==> config.mk <==
export PLATFORM = sky130hd
export DESIGN_NAME = bsa_cell
export DESIGN_NICKNAME = d
export VERILOG_FILES = /design/src/rtl/bsa_pkg.sv /design/src/rtl/bsa_cell.sv
export SDC_FILE = /design/constraint.sdc
export NUM_CORES = 1
export LEC_CHECK = 0
export BUFFER_PORTS_ARGS = -buffer_cell sky130_fd_sc_hd__buf_4
export CAP_MARGIN = 40
export CORE_AREA = 2 2 84 86
export DETAILED_ROUTE_END_ITERATION = 7
export DIE_AREA = 0 0 86 88
export PLACE_DENSITY = 0.82
export RECOVER_POWER = 25
export SLEW_MARGIN = 20
export SYNTH_ARGS = -nofsm -noshare
export SYNTH_HDL_FRONTEND = slang
export SYNTH_SLANG_ARGS = --single-unit
==> constraint.sdc <==
create_clock -name clk -period 2.75 [get_ports clk]
set_input_delay 0.55 -clock clk [delete_from_list [all_inputs] [get_ports clk]]
set_output_delay 0.55 -clock clk [all_outputs]
set_load 0.005 [all_outputs]
==> src/rtl/bsa_pkg.sv <==
// shared types and constants for the bounded shift array
`default_nettype none

package bsa_pkg;

    localparam int DATA_W       = 32;
    localparam int FUNC_W       = 3;
    localparam int IDX_IN_W     = 7;
    localparam int COUNT_OUT_W  = 8;
    localparam int DEF_CAPACITY = 128;

    localparam logic [DATA_W-1:0] NEG_ONE = {DATA_W{1'b1}};

    typedef enum logic [FUNC_W-1:0] {
        FN_APPEND = 3'd0,
        FN_INSERT = 3'd1,
        FN_DELETE = 3'd2,
        FN_READ   = 3'd3,
        FN_SEARCH = 3'd4
    } func_t;

    typedef enum logic [1:0] {
        ST_DONE   = 2'd0,
        ST_FULL   = 2'd1,
        ST_BADIDX = 2'd2,
        ST_EMPTY  = 2'd3
    } status_t;

    typedef struct packed {
        logic append;
        logic insert;
        logic remove;
        logic query_read;
        logic query_search;
    } cell_cmd_t;

endpackage

`default_nettype wire

==> src/rtl/bsa_cell.sv <==
// one storage cell of the shift array with its local match logic
`default_nettype none

module bsa_cell #(
    parameter int W = 8
) (
    input  logic                        clk,
    input  bsa_pkg::cell_cmd_t          cmd,
    input  logic [W-1:0]                cell_index,
    input  logic [W-1:0]                wr_pos,
    input  logic [W-1:0]                count,
    input  logic [W-1:0]                q_pos,
    input  logic [bsa_pkg::DATA_W-1:0]  wr_value,
    input  logic [bsa_pkg::DATA_W-1:0]  q_key,
    input  logic [bsa_pkg::DATA_W-1:0]  left_data,
    input  logic [bsa_pkg::DATA_W-1:0]  right_data,
    output logic [bsa_pkg::DATA_W-1:0]  data,
    output logic                        sel
);
    import bsa_pkg::*;

    logic [DATA_W-1:0] data_reg;
    logic [DATA_W-1:0] data_next;

    always_comb
    begin
        data_next = data_reg;
        priority if (cmd.append && (cell_index == count))
        begin
            data_next = wr_value;
        end
        else if (cmd.insert && (cell_index == wr_pos))
        begin
            data_next = wr_value;
        end
        else if (cmd.insert && (cell_index > wr_pos))
        begin
            data_next = left_data;
        end
        else if (cmd.remove && (cell_index >= wr_pos))
        begin
            data_next = right_data;
        end
        else
        begin
            data_next = data_reg;
        end
    end

    always_ff @(posedge clk)
    begin
        data_reg <= data_next;
    end

    assign data = data_reg;
    assign sel  = (cmd.query_read && (cell_index == q_pos)) ||
                  (cmd.query_search && (cell_index < count) && (data_reg == q_key));

endmodule

`default_nettype wire

==> impl_metrics.tcl, run 1 <==
set metrics [dict create \
    status "finished clean" \
    critPathTopFamily "simple AND/OR/NAND/NOR gates" \
    placed_cell_area_um2 4220 \
    critPathMaxStageDelay_ns 0.45 \
    switching_share 0.281 \
    dp_hpwl_mm 7.67 \
    hp-class "primary input to flip-flop" \
    critPathBufInv 1 \
    intPower_uw 1280 \
    startpoint_type "flip-flop" \
    drive_gt1_frac 0.446 \
    antennaDiodeCount 0 \
    cp.required_ns 2.20 \
    gp_congestion 0.799 \
    path_depth 6 \
    final-seq-area_um2 961 \
    cts.clk_slew.worst_paths_ns 0.08 \
    final_cell_mix "buf_4, nand3_1, a31oi_1" \
    final_util 0.650 \
    endpoint_kind "output port" \
    hold_viol_final 0 \
    final_common_cell "buf_4" \
    crit_chain "xnor2_1, nand4_1, nor4_1, nand3_1, o31ai_1, buf_4" \
    multi_input_area_um2 1500 \
    worst_slew_pin_slew_ns 0.627 \
    dr.pass1.iters 4 \
    wl_per_cell_um 16.7 \
    grt_first_pass_wirelength_mm 14.4 \
    cts_sinks 32 \
    synth_nets 478 \
    synth_cell_types 30 \
    syn_area_um2 2630 \
    timing.slew.headroom 0.582 \
    post_cts_buffers 0 \
    dp_slack_ns 0.117 \
    cts_resized 0 \
    grt_use_total 0.249 \
    finalSetupViolCount 0 \
    p_clk_frac 0.256 \
    ys_warn_count 0 \
    ios 199 \
    synth_top_area_frac 0.365 \
    cpMaxStageDelayCell "edfxtp_1" \
    area_delta_synth_final_pct 64.0 \
    p_sw_uw 500 \
    p_leak_uw 0.00200 \
    via_per_inst 5.27 \
    synth_area_leader_cell "edfxtp_1" \
    powerDensity_nw_per_um2 412 \
    power_frac_comb 0.344 \
    nNetsFinal 674 \
    synth_top_cells_by_area "edfxtp_1, a31oi_1, ha_1" \
    wirelength_mm 9.54 \
    postRouteAntennaNets 0 \
    largest_reg_flops 32 \
    grt_pass1_vias 3097 \
    cts_hold_buf 0 \
    seqPwrFrac 0.400 \
    cap_violations 0 \
    syn_avg_cell_area_um2 8.90 \
    vdd_ir_drop_max_mv 0.339 \
    path_class "flip-flop to output port" \
    timing.final.crit_share 0.913 \
    hold_depth 3 \
    max_freq_ghz 0.398 \
    cts_tree "done" \
    clock_path_buffers 2 \
    stdcell_area_um2 4320 \
    numCtsBuffers 5 \
    antenna_found_initial 0 \
    drc 0 \
    dieArea_um2 7570 \
    vias 3020 \
    cts-root-buf "clkbuf_8" \
    rsz0062_at_grt "no" \
    num_rows 30 \
    finalSetupTns_ns 0 \
    die-width_um 86 \
    crit_arrival_ns 1.96 \
    cp_max_fo 2 \
    ys_seq_area_frac 0.365 \
    h-tree-depth 2 \
    portBuffers 198 \
    layout_setup_ws_ns 0.239 \
    grt_max_degree 33 \
    slew_viol_final 0 \
    min_period_ns 2.51 \
    syn_inst 296 \
    grt_overflow 0 \
    ys_ff_latch 32 \
    dieHeight_um 88 \
    drt-initial-drc-count 114 \
    start_util 0.396 \
    fp.coreArea_um2 6640 \
    num-fill-cells 566 \
]
-- worst min-delay path, stage by stage --
cell and delay, ns:
buf_4 0.08, nor2_1 0.03, a31oi_1 0.12
-- worst paths after layout --
check,start,to,slack [ns]
min,wr_value[1],data[1]$_DFFE_PP_,0.60
max,data[16]$_DFFE_PP_,sel,0.24
-- area by class of cell --
type | instances | area share
Timing Repair Buffer | 207 | 0.366
Tap cell | 80 | 0.0232
Sequential cell | 32 | 0.222
Clock inverter | 3 | 0.00985
Multi-Input combinational cell | 229 | 0.348
Clock buffer | 5 | 0.0159
Inverter | 17 | 0.0148
-- metrics by stage --
step	std cells	total power [uW]	hold slack (ns)
finish	573	1780	0.603
global route	573	1870	0.612
CTS	573	1800	0.600
detailed placement	565	1350	0.899
global placement	565	1330	0.894
floorplan	296	950	0.804
-- metal layers --
layer | GRT usage | part of all wire | up-vias
li1 | - | - | 1488
met1 | 0.276 | 0.38 | 1373
met2 | 0.469 | 0.53 | 139
met3 | 0.0490 | 0.069 | 20
met4 | 0.0938 | 0.024 | 0
met5 | 0 | 0 | -
-- cells by family after synthesis --
| kind of cell | count (synthesis) | synth area share |
|---|---|---|
| compound gates | 81 | 0.184 |
| xor+xnor | 40 | 0.133 |
| fa+ha+maj | 16 | 0.0760 |
| buf+inv | 35 | 0.0684 |
| flops | 32 | 0.365 |
| simple gates | 92 | 0.173 |
-- synth_stat cells --
cell and count:
a21o_2 1, nor3_1 4, o21ai_2 2, o211a_1 1
edfxtp_1 32, ha_1 16, clkbuf_2 3, nand2_1 1
nor4b_1 1, nor2_1 33, o21ai_1 29, a21oi_4 1
xor2_1 19, inv_1 17, or3b_4 1, nand2b_1 1
nor4_1 4, a21oi_1 6, clkbuf_1 9, a31oi_1 33
nand4_1 9, o22ai_1 1, o211ai_1 3, nand4_2 1
buf_6 6, nor2b_1 3, nand3_1 34, o21ai_0 3
xnor2_1 21, o31ai_1 1
-- power by group through the flow --
stage	logic, uW	registers (uW)	clock network (uW)
global placement	607	722	0
finish	612	711	455
global route	674	721	476
CTS	626	714	461
detailed placement	625	724	0
floorplan	241	709	0
Power figures use the tool's default switching activity.
==> run 2: changes to the inputs <==
clock period = 2.5 ns   (was 2.75 ns; I/O delays follow)
==> run 2 against run 1 <==
Effect of this change: first-iteration DRC count is 29% higher; critical path type unchanged; sequential power grew 9.4%; combinational power grew 11%; cell count unchanged; total power grew 3.3%; global-route usage down 1.2 points; flip-flop and latch count stayed put; hold slack worse by 0.043 ns; utilization is 0.075 points lower.
==> impl_metrics.tcl, run 2 (synthesis results as in run 1) <==
set metrics [dict create \
    final_cell_mix "buf_4, nand3_1, a31oi_1" \
    clock_path_buffers 2 \
    die-width_um 86 \
    num_rows 30 \
    cts-root-buf "clkbuf_8" \
    cts.clk_slew.worst_paths_ns 0.07 \
    critPathMaxStageDelay_ns 0.41 \
    h-tree-depth 2 \
    final_common_cell "buf_4" \
    gp_congestion 0.799 \
    antenna_found_initial 0 \
    cp.required_ns 2.00 \
    worst_slew_pin_slew_ns 0.632 \
    drt-initial-drc-count 147 \
    grt_max_degree 65 \
    grt_first_pass_wirelength_mm 14.0 \
    finalSetupTns_ns 0 \
    area_delta_synth_final_pct 63.8 \
    status "finished clean" \
    grt_overflow 0 \
    dr.pass1.iters 4 \
    cts_sinks 32 \
    powerDensity_nw_per_um2 425 \
    dieArea_um2 7570 \
    slew_viol_final 0 \
    cpMaxStageDelayCell "edfxtp_1" \
    hp-start "wr_value[22]" \
    start_util 0.396 \
    max_freq_ghz 0.414 \
    timing.final.crit_share 0.967 \
    nNetsFinal 675 \
    cp-startpoint "data[28]$_DFFE_PP_" \
    cp_max_fo 2 \
    post_cts_buffers 0 \
    ios 199 \
    hp-class "primary input to flip-flop" \
    finalSetupViolCount 0 \
    dp_hpwl_mm 7.58 \
    hold_viol_final 0 \
    path_class "flip-flop to output port" \
    dieHeight_um 88 \
    num-fill-cells 574 \
    drc 0 \
    cts_tree "done" \
    numCtsBuffers 5 \
    largest_reg_flops 32 \
    wirelength_mm 9.35 \
    rsz0062_at_grt "yes" \
    crit_arrival_ns 1.92 \
    antennaDiodeCount 0 \
    via_per_inst 5.30 \
    grt_use_total 0.238 \
    grt_pass1_vias 2994 \
    drive_gt1_frac 0.446 \
    min_period_ns 2.42 \
    fp.coreArea_um2 6640 \
    endpoint_kind "output port" \
    cap_violations 0 \
    hold_slack_ns 0.561 \
    wl_per_cell_um 16.3 \
    crit_chain "xnor2_1, nand4_1, nor4b_2, nand3_1, o31ai_1, buf_4" \
    portBuffers 198 \
    startpoint_type "flip-flop" \
    vdd_ir_drop_max_mv 0.278 \
    vias 3037 \
    p_leak_uw 0.00199 \
    timing.slew.headroom 0.578 \
    postRouteAntennaNets 0 \
]
-- run 2: metal layers --
metal  GRT usage  routed length [um]  vias to the layer above
li1            -                   -                     1488
met1       0.257                3430                     1390
met2       0.457                4940                      143
met3      0.0547                 779                       16
met4      0.0722                 195                        0
met5           0                   0                        -
-- run 2: worst paths after layout --
check             slack (ns)                  to  depth (start not counted)
setup / recovery        0.08                 sel                          6
hold / removal          0.56  data[22]$_DFFE_PP_                          3
-- run 2: final cells by class --
type | count | area [um^2] | area share
Multi-Input combinational cell | 229 | 1520 | 0.351
Inverter | 17 | 63.8 | 0.0148
Tap cell | 80 | 100 | 0.0232
Clock buffer | 6 | 72.6 | 0.0168
Sequential cell | 32 | 961 | 0.223
Timing Repair Buffer | 208 | 1600 | 0.370
Clock inverter | 1 | 5.00 | 0.00116
-- run 2: worst max-delay path, delay by kind of cell (launching register included) --
| kind | cells | cell delay [ns] |
|---|---|---|
| DFF | 1 | 0.41 |
| AOI/OAI and AO/OA | 1 | 0.21 |
| and+or+nand+nor | 3 | 0.66 |
| xor gates and xnor gates | 1 | 0.19 |
| buffers and inverters | 1 | 0.15 |
-- run 2: repair_timing --
action,in CTS,in global routing
hold buffers,0,0
setup endpoints to repair,0,1
resized for setup,0,2
-- run 2: through the flow --
stage	instance area [um^2]	utilization	total power (uW)	setup WS [ns]	instances
floorplan	2640	-	1040	0.279	296
global placement	4240	0.638	1470	0.0118	566
detailed placement	4240	0.638	1490	-0.0558	566
CTS	4320	0.650	1860	0.00167	573
global route	4310	0.649	1930	-0.0219	573
finish	4310	0.649	1840	0.0827	573
-- run 2: power breakdown --
| part | leakage (uW) | total (uW) | internal, uW | switching (uW) |
|---|---|---|---|---|
| clock | 0.0000410 | 376 | 189 | 187 |
| sequential | 0.000301 | 778 | 706 | 72.1 |
| combinational | 0.00165 | 682 | 408 | 273 |
| total | 0.00199 | 1840 | 1300 | 532 |
